$ cat src/rtl/core/pibd_pkg.sv
// ----------------------------------------------------------------------------
// Pulse interval byte decoder: shared package
// Field widths, fixed limits and operation codes used across the block.
// ----------------------------------------------------------------------------
package pibd_pkg;

  localparam int IV_W   = 20;  // interval and minimum-interval width
  localparam int THR_W  = 21;  // bit threshold width
  localparam int BYTE_W = 8;
  localparam int CNT_W  = 6;   // reported fill level width
  localparam int SEEN_W = 2;
  localparam int IDX_W  = 3;

  localparam logic [IV_W-1:0]   GAP_LIMIT_US = IV_W'(999999);
  localparam logic [SEEN_W-1:0] SYNC_PULSES  = SEEN_W'(2);
  localparam logic [IDX_W-1:0]  BIT_MSB      = IDX_W'(7);

  localparam logic OP_EDGE = 1'b0;
  localparam logic OP_POP  = 1'b1;

  typedef struct packed {
    logic              read_valid;
    logic [BYTE_W-1:0] read_byte;
    logic              byte_done;
    logic              overflow;
    logic [CNT_W-1:0]  fifo_count;
  } result_t;

endpackage

$ cat src/rtl/core/pulse_interval_byte_decoder_top.sv
// ----------------------------------------------------------------------------
// Pulse interval byte decoder
// Latency: a result appears in the cycle after its input beat is taken.
// Throughput: one beat per cycle; in_stall rises only while a finished
// result is held by out_stall.
// Reset (rst_n low, synchronous) returns to sync mode with an empty receive
// FIFO and a minimum interval of zero; the byte store itself is not cleared.
// ----------------------------------------------------------------------------
module pulse_interval_byte_decoder_top
  import pibd_pkg::*;
#(
  parameter int FIFO_DEPTH = 64
) (
  input  logic              clk,
  input  logic              rst_n,
  // input channel
  input  logic              in_valid,
  output logic              in_stall,
  input  logic              in_op,
  input  logic [IV_W-1:0]   in_interval_us,
  // result channel
  output logic              out_valid,
  input  logic              out_stall,
  output logic              out_read_valid,
  output logic [BYTE_W-1:0] out_read_byte,
  output logic              out_byte_done,
  output logic              out_overflow,
  output logic [CNT_W-1:0]  out_fifo_count,
  // configuration
  input  logic              cfg_valid,
  output logic              cfg_ready,
  input  logic [IV_W-1:0]   cfg_min_interval_us
);

  localparam int PTR_W = (FIFO_DEPTH > 1) ? $clog2(FIFO_DEPTH) : 1;
  localparam int CW    = (PTR_W + 1 > CNT_W) ? PTR_W + 1 : CNT_W;
  localparam logic [PTR_W-1:0] PTR_LAST = PTR_W'(FIFO_DEPTH - 1);

  function automatic logic [PTR_W-1:0] ptr_inc(input logic [PTR_W-1:0] p);
    return (p == PTR_LAST) ? '0 : p + PTR_W'(1);
  endfunction

  // Decoder and FIFO control state
  logic              data_mode_r, data_mode_nxt;
  logic [SEEN_W-1:0] seen_r, seen_nxt;
  logic [THR_W-1:0]  thr_r, thr_nxt;
  logic [BYTE_W-1:0] shift_r, shift_nxt;
  logic [IDX_W-1:0]  idx_r, idx_nxt;
  logic              skip_r, skip_nxt;
  logic [PTR_W-1:0]  head_r, head_nxt;
  logic [PTR_W-1:0]  tail_r, tail_nxt;
  logic [IV_W-1:0]   min_iv_r;
  logic              out_valid_r, out_valid_nxt;

  result_t           res_r, res_nxt;
  logic [BYTE_W-1:0] rdata_r;
  logic [BYTE_W-1:0] mem [FIFO_DEPTH];

  logic              in_acc;
  logic              push, pop;
  logic [THR_W-1:0]  thr_sum, thr_half;
  logic [BYTE_W-1:0] shift_bit;
  logic [PTR_W-1:0]  head_inc;
  logic [CW-1:0]     used_ext;

  assign in_stall  = out_valid_r && out_stall;
  assign in_acc    = in_valid && !in_stall;
  assign cfg_ready = 1'b1;

  assign thr_sum   = thr_r + THR_W'(in_interval_us);
  assign thr_half  = thr_sum >> 1;
  assign shift_bit = shift_r |
                     (BYTE_W'(THR_W'(in_interval_us) >= thr_r) << idx_r);
  assign head_inc  = ptr_inc(head_r);

  always_comb begin
    data_mode_nxt = data_mode_r;
    seen_nxt      = seen_r;
    thr_nxt       = thr_r;
    shift_nxt     = shift_r;
    idx_nxt       = idx_r;
    skip_nxt      = skip_r;
    head_nxt      = head_r;
    tail_nxt      = tail_r;
    push          = 1'b0;
    pop           = 1'b0;
    res_nxt       = '0;
    if (in_acc) begin
      if (in_op == OP_POP) begin
        if (head_r != tail_r) begin
          pop                = 1'b1;
          res_nxt.read_valid = 1'b1;
          tail_nxt           = ptr_inc(tail_r);
        end
      end else if (in_interval_us > GAP_LIMIT_US) begin
        data_mode_nxt = 1'b0;
        seen_nxt      = '0;
        thr_nxt       = '0;
      end else if (in_interval_us > min_iv_r) begin
        if (!data_mode_r) begin
          seen_nxt = seen_r + SEEN_W'(1);
          // Every second interval closes a pair: threshold is 1.5x the mean.
          if (!seen_nxt[0]) begin
            thr_nxt = thr_half + (thr_half >> 1);
          end else begin
            thr_nxt = thr_sum;
          end
          if (seen_nxt == SYNC_PULSES) begin
            data_mode_nxt = 1'b1;
            shift_nxt     = '0;
            idx_nxt       = BIT_MSB;
            skip_nxt      = 1'b0;
          end
        end else if (skip_r) begin
          skip_nxt = 1'b0;
        end else if (idx_r != '0) begin
          shift_nxt = shift_bit;
          idx_nxt   = idx_r - IDX_W'(1);
        end else begin
          res_nxt.byte_done = 1'b1;
          if (head_inc != tail_r) begin
            push     = 1'b1;
            head_nxt = head_inc;
          end else begin
            res_nxt.overflow = 1'b1;
          end
          shift_nxt = '0;
          idx_nxt   = BIT_MSB;
          skip_nxt  = 1'b1;
        end
      end
    end
    used_ext = CW'(head_nxt) - CW'(tail_nxt) +
               ((head_nxt < tail_nxt) ? CW'(FIFO_DEPTH) : '0);
    res_nxt.fifo_count = used_ext[CNT_W-1:0];
  end

  always_comb begin
    out_valid_nxt = out_valid_r;
    if (in_acc) begin
      out_valid_nxt = 1'b1;
    end else if (!out_stall) begin
      out_valid_nxt = 1'b0;
    end
  end

  always_ff @(posedge clk) begin
    if (!rst_n) begin
      data_mode_r <= 1'b0;
      seen_r      <= '0;
      thr_r       <= '0;
      shift_r     <= '0;
      idx_r       <= BIT_MSB;
      skip_r      <= 1'b0;
      head_r      <= '0;
      tail_r      <= '0;
      min_iv_r    <= '0;
      out_valid_r <= 1'b0;
    end else begin
      data_mode_r <= data_mode_nxt;
      seen_r      <= seen_nxt;
      thr_r       <= thr_nxt;
      shift_r     <= shift_nxt;
      idx_r       <= idx_nxt;
      skip_r      <= skip_nxt;
      head_r      <= head_nxt;
      tail_r      <= tail_nxt;
      out_valid_r <= out_valid_nxt;
      if (cfg_valid && cfg_ready) begin
        min_iv_r <= cfg_min_interval_us;
      end
    end
  end

  // Result payload holds while the beat is stalled.
  always_ff @(posedge clk) begin
    if (in_acc) begin
      res_r <= res_nxt;
    end
  end

  // Receive store: one write port, one registered read port.
  always_ff @(posedge clk) begin
    if (push) begin
      mem[head_r] <= shift_bit;
    end
    if (pop) begin
      rdata_r <= mem[tail_r];
    end
  end

  assign out_valid      = out_valid_r;
  assign out_read_valid = res_r.read_valid;
  assign out_read_byte  = res_r.read_valid ? rdata_r : '0;
  assign out_byte_done  = res_r.byte_done;
  assign out_overflow   = res_r.overflow;
  assign out_fifo_count = res_r.fifo_count;

endmodule

$ cat config.mk
export PLATFORM = sky130hd
export DESIGN_NAME = pulse_interval_byte_decoder_top
export DESIGN_NICKNAME = d
export VERILOG_FILES = /design/src/rtl/core/pibd_pkg.sv /design/src/rtl/core/pulse_interval_byte_decoder_top.sv
export SDC_FILE = /design/constraint.sdc
export NUM_CORES = 1
export LEC_CHECK = 0
export BUFFER_PORTS_ARGS = -buffer_cell sky130_fd_sc_hd__buf_2
export CORE_ASPECT_RATIO = 0.8
export CORE_UTILIZATION = 45
export DETAILED_ROUTE_END_ITERATION = 6
export HOLD_SLACK_MARGIN = 0.05
export MAX_ROUTING_LAYER = met4
export SYNTH_ARGS = -nofsm -noshare
export SYNTH_HDL_FRONTEND = slang
export SYNTH_SLANG_ARGS = --single-unit
$ cat constraint.sdc
create_clock -name clk -period 3.9 [get_ports clk]
set_clock_uncertainty 0.05 [all_clocks]
set_input_delay 0.39 -clock clk [delete_from_list [all_inputs] [get_ports clk]]
set_output_delay 0.39 -clock clk [all_outputs]
set_load 0.05 [all_outputs]
==> impl_metrics.ini, run 1 <==
[status]
status = finished, violations left
violations = setup timing

[grt]
grt_usage_pct = 21.9
globalRouteOverflowTotal = 0
first_global_vias = 15400
grt_max_degree = 132
antenna_found_initial = 1
grt_pass1_wl_mm = 97.3

[power]
power_density_nw_per_um2 = 448
peakVddDrop_mv = 0.394
power.leakage_nw = 10.9

[min_path]
hp-class = in2reg

[synthesis]
syn-num-nets = 1798
yosysWarnings = 0
ys.flop_type = edfxtp_1
synth_seq_area_share_pct = 63.8
syn_area_per_cell_sq_um = 16.3
synth_edf_count = 529
ys_types = 95
synth-seq-cells = 598
async_reset_ff_share_pct = 0
syn_area_sq_um = 27100
synth_cells = 1659

[critical_path]
path_buf_inv = 3
cpLargestDelayFamily = compound AO/OA/AOI/OAI gates
crit_required_ns = 4.34
path_max_fanout = 4
worstPathCellList = ha_4 -> inv_2 -> fa_2 -> o21ba_4 -> o221ai_4 -> buf_12 -> o221a_4 -> a2111oi_4 -> buf_4 -> o311a_4 -> a211oi_4 -> ha_1 -> nand3_1 -> nor2_1 -> a221o_1 -> a31oi_1 -> nor3_1 -> mux2i_1 -> o211ai_1
worst_setup_path_end_kind = flop
slowest_delay_ns = 0.38
cp.arrival_ns = 4.39
crit_slowest_cell = fa_2
crit_type = reg2reg
start_kind = flop
r2r_slack_ns = -0.05

[drt]
wirelength_mm = 64.8
dr.pass1.iters = 5
wl_per_cell_um = 23.7
vias = 15500
drt_iter0_markers = 1384
viasPerCell = 5.69
ant_nets = 0
drc = 0

[floorplanning]
initial_core_util_pct = 45.4
pin_count = 66
placementRows = 80
die_x_um = 276
die_h_um = 221
dieArea_sq_um = 61100
coreArea_sq_um = 59600

[placed_design]
dp_slack_ns = -0.484
place.gp.congestion = 0.891
placedCellCount = 2583
numPortBuffers = 64
dpl.hpwl_mm = 42.0

[clock_network]
clock_latency_ns = 0.64
cts_tree = yes
clockBufferDepth = 3
cts.sinks = 598
htree_levels = 2
clkTransAtPathRegs_ns = 0.06
clock-root-buffer = clkbuf_16
numCtsBuffers = 59

[timing]
grt_setup_unrepaired = yes
fin_ws_ns = -0.0467
finalSetupViolations = 3
finalHoldViolCount = 0
period_needed_ns = 3.95
drv_slew = 0
fin_setup_tns_ns = -0.0911
worst_pin_slew_ns = 0.898
slew_headroom_pct = 40.1
fmax_mhz = 253
period_share_pct = 101
timing.hold.ws_ns = 0.104

[flow_run]
cap_violations = 0

[finish]
n_antenna_cell = 0
final_cells = 2731
most-common-layout-cells = edfxtp_1, mux4_2, buf_4
area_growth_pct = 18.8
final_nets = 2041
final_common_cell = edfxtp_1
layout-drive-gt1-share_pct = 32.3
fill_cells = 4669
==> kinds of logic (layout without fill, tap and decap cells) <==
family,Yosys count,in the layout,synth area share [%]
flops,598,598,63.8
other cells,1,1,0.0139
simple gates,329,329,6.30
xor+xnor,49,49,1.59
fa+ha+maj,93,93,4.38
buf+inv,159,452,2.57
mux,202,202,15.3
compound gates,228,228,6.07
==> final timing paths <==
kind | from | endpoint | cells past startpoint
worst max-delay path | thr_r[0] | thr_r[19] | 19
worst max register to register | thr_r[0] | thr_r[19] | 19
worst min register to register | shift_r[1] | shift_r[1] | 2
worst min-delay path | out_stall | out_valid | 3
==> stage by stage <==
stage               total power [mW]  area (sq um)  utilization (%)
floorplan                       8.07         27200                -
global placement                8.65         29500             49.5
detailed placement              8.66         29500             49.5
CTS                             14.3         31700             53.2
global route                    14.9         32100             54.0
finish                          14.4         32100             54.0
==> what timing repair did <==
action,in CTS,in global routing
buffers inserted,5,13
hold buffers,21,0
setup endpoints to repair,11,195
hold endpoints to repair,21,0
pin swaps,25,48
resized for setup,23,80
==> Yosys cell counts, types with 7 or more instances <==
cell type / n / area (sq um)
o21ai_0: 36 / 180
mux2i_1: 29 / 290
nand3_1: 17 / 85.1
and2_1: 22 / 138
edfxtp_1: 529 / 15900
buf_2: 18 / 90.1
o211ai_1: 8 / 60.1
clkbuf_1: 39 / 146
buf_1: 14 / 52.6
o21bai_1: 7 / 52.6
mux4_2: 168 / 3780
nor3_1: 14 / 70.1
a21o_1: 23 / 173
a21oi_1: 58 / 290
dfxtp_1: 69 / 1380
nand4_1: 8 / 50.1
a31oi_1: 12 / 75.1
and3_1: 9 / 56.3
xor2_1: 20 / 175
nand2b_1: 10 / 62.6
ha_1: 90 / 1130
xnor2_1: 29 / 254
nor2_1: 115 / 432
inv_1: 75 / 282
o31ai_1: 7 / 52.6
nand2_1: 41 / 154
nor2b_1: 46 / 288
==> routing by layer <==
metal / track usage (%) / up-vias / part of all wire, % / routed length (um)
li1: - / 7034 / - / -
met1: 31.8 / 8011 / 46 / 29600
met2: 32.7 / 407 / 47 / 30100
met3: 3.25 / 90 / 5.7 / 3720
met4: 5.30 / 0 / 2.0 / 1280
met5: - / - / 0 / 0
==> state kept, by name, indices dropped and copies added, names as in the netlist, 2 cells and up <==
name,cells
idx_r,3
seen_r,2
out_fifo_count,6
thr_r,21
shift_r,8
tail_r,6
rdata_r,8
min_iv_r,20
head_r,6
mem,512
==> final cells by class <==
cell class / instances / area (sq um) / area share, %
flip-flops and latches: 598 / 17300 / 53.8
repair buffers: 264 / 2040 / 6.36
well taps: 779 / 975 / 3.03
clock buffers: 74 / 1530 / 4.77
multi-input cells: 902 / 9670 / 30.1
inverters: 77 / 289 / 0.899
clock inverters: 37 / 335 / 1.04
==> power by group <==
group / internal (mW) / switching [mW]
logic: 0.870 / 0.991
registers: 6.95 / 0.0235
clock network: 3.07 / 2.48
==> worst min-delay path, stage by stage <==
cell and delay, ns:
buf_2 0.07, and2_1 0.15, o21a_1 0.12
Power figures use the tool's default switching activity.
==> inputs of run 2 (changes only) <==
Settings changed: CORE_MARGIN from default to 2.
==> run 2 against run 1 <==
  * The flow still finishes with violations (setup timing)
  * Sequential share of layout area down 0.28 points
  * Count of clock-buffer cells in the layout down 7
  * Sequential power is essentially flat
  * Worst hold slack improved by 0.025 ns
  * Critical endpoint unchanged
==> impl_metrics.ini, run 2 (same netlist as run 1, synthesis figures left out) <==
[finish]
area_growth_pct = 19.3
largest_register_ffs = 512
most-common-layout-cells = edfxtp_1, buf_4, mux4_2
regMostFlops = mem
final_nets = 2047
design_area_sq_um = 32300
final_common_cell = edfxtp_1
layout-drive-gt1-share_pct = 32.5
top_regs = mem: 512 flops, thr_r: 21 flops, min_iv_r: 20 flops
final_cells = 2737

[placed_design]
placedCellCount = 2590
dpl.hpwl_mm = 43.0
place.gp.congestion = 0.890
numPortBuffers = 64
placed_area_sq_um = 29500

[drt]
dr.pass1.iters = 5
ant_nets = 0
wl_per_cell_um = 24.0
wirelength_mm = 65.8
vias = 15600
drc = 0
viasPerCell = 5.71
drt_iter0_markers = 1273

[grt]
globalRouteOverflowTotal = 0
grt.busiest_layer = met2
grt_pass1_wl_mm = 99.1
grt_util_met2_pct = 32.8
first_global_vias = 15700
grt_max_degree = 65
grt_usage_pct = 22.0
antenna_found_initial = 0
use_met3_pct = 3.23
use_met1_pct = 32.2

[timing]
slew_headroom_pct = 33.1
period_share_pct = 101
finalHoldViolCount = 0
worst_pin_slew_ns = 1.00
drv_slew = 0
finalSetupViolations = 2
fin_ws_ns = -0.0538
grt_setup_unrepaired = yes
period_needed_ns = 3.95
fmax_mhz = 253

[critical_path]
path_max_fanout = 3
slowest_delay_ns = 0.46
start_kind = flop
crit_slowest_cell = a2111oi_4
cp.arrival_ns = 4.38
worstPathCellList = inv_1 -> ha_4 -> nor2b_1 -> o31ai_4 -> a2111oi_4 -> o31ai_2 -> a21o_1 -> xnor2_2 -> buf_4 -> ha_4 -> a21oi_4 -> a21oi_2 -> or2_4 -> a221o_1 -> a31oi_1 -> nor3_1 -> mux2i_1 -> o211ai_1
crit_type = reg2reg
worst_setup_path_end_kind = flop
crit_required_ns = 4.33
cpLargestDelayFamily = compound AO/OA/AOI/OAI gates
path_buf_inv = 2
crit_path_frequent_cell = ha_4

[clock_network]
clkTransAtPathRegs_ns = 0.06
cts_tree = yes
numCtsBuffers = 58
htree_levels = 2
cts.sinks = 598
clockBufferDepth = 3
clock_latency_ns = 0.64
clock-root-buffer = clkbuf_16

[status]
violations = setup timing
status = finished, violations left

[floorplanning]
dieArea_sq_um = 62100
coreArea_sq_um = 59600
initial_core_util_pct = 45.4
pin_count = 66
die_h_um = 223
die_x_um = 278
placementRows = 80

[power]
power_density_nw_per_um2 = 453
peakVddDrop_mv = 0.410
power.leakage_nw = 11.0

[min_path]
hp-class = in2reg

[flow_run]
cap_violations = 0
[run 2: changes by cell type in the layout (fill, tap and decap cells not counted), moves of 3 or more]
| cell | before | now |
|---|---|---|
| a21oi_1 | 50 | 47 |
| buf_4 | 164 | 169 |
| bufinv_16 | 4 | 8 |
| clkbuf_1 | 15 | 8 |
| dfxtp_1 | 54 | 60 |
| dfxtp_2 | 13 | 7 |
| inv_1 | 72 | 69 |
| inv_2 | 5 | 8 |
| nor2_1 | 96 | 104 |
| nor2_2 | 20 | 11 |
[run 2: timing repair]
item	4_1_cts	5_1_grt
resized for setup	33	66
hold buffers	21	0
buffers inserted	8	9
setup endpoints to repair	10	228
endpoints found under the hold margin	21	0
pin swaps	37	50
[run 2: final timing paths]
kind | from | to | slack, ns | cells past startpoint
worst max-delay path | thr_r[2] | thr_r[19] | -0.05 | 18
worst max register to register | thr_r[2] | thr_r[19] | -0.05 | 18
worst min register to register | shift_r[2] | shift_r[2] | 0.44 | 2
worst min-delay path | out_stall | out_valid | 0.13 | 3
[run 2: routing by layer]
layer | up-vias | wire, um | part of all wire (%)
met5 | - | 0 | 0
met4 | 0 | 1410 | 2.1
met2 | 458 | 30500 | 46
li1 | 7036 | - | -
met1 | 8030 | 30100 | 46
met3 | 99 | 3790 | 5.8
[run 2: cell type report]
class | count | area, sq um
diodes | 1 | 2.50
flip-flops and latches | 598 | 17300
multi-input cells | 902 | 9670
repair buffers | 271 | 2110
well taps | 779 | 975
clock inverters | 42 | 462
fillers | 4808 | 27300
clock buffers | 67 | 1500
inverters | 77 | 289
[run 2: stage by stage]
step / setup WS, ns / hold WS, ns / power, mW / utilization [%] / setup TNS (ns)
detailed placement: -0.445 / 0.420 / 8.68 / 49.6 / -9.47
floorplan: 0.00725 / 0.389 / 8.07 / - / 0
global placement: -0.418 / 0.400 / 8.67 / 49.6 / -4.83
CTS: -0.0244 / 0.0866 / 14.6 / 53.6 / -0.0244
global route: -0.230 / 0.130 / 15.2 / 54.2 / -1.31
finish: -0.0538 / 0.129 / 14.6 / 54.2 / -0.0653
[run 2: power by group]
part / switching, mW / internal, mW / leakage, nW / total [mW]
clock network: 2.47 / 3.29 / 0.947 / 5.76
logic: 0.995 / 0.905 / 4.49 / 1.90
registers: 0.0236 / 6.95 / 5.56 / 6.97
[run 2: worst register-to-register path, cell delays in order (launching register included)]
cell and delay [ns]:
dfxtp_2 0.33, inv_1 0.07, ha_4 0.26, nor2b_1 0.30, o31ai_4 0.12, a2111oi_4 0.46, o31ai_2 0.14, a21o_1 0.26
xnor2_2 0.19, buf_4 0.16, ha_4 0.17, a21oi_4 0.17, a21oi_2 0.07, or2_4 0.23, a221o_1 0.34, a31oi_1 0.18
nor3_1 0.07, mux2i_1 0.16, o211ai_1 0.10
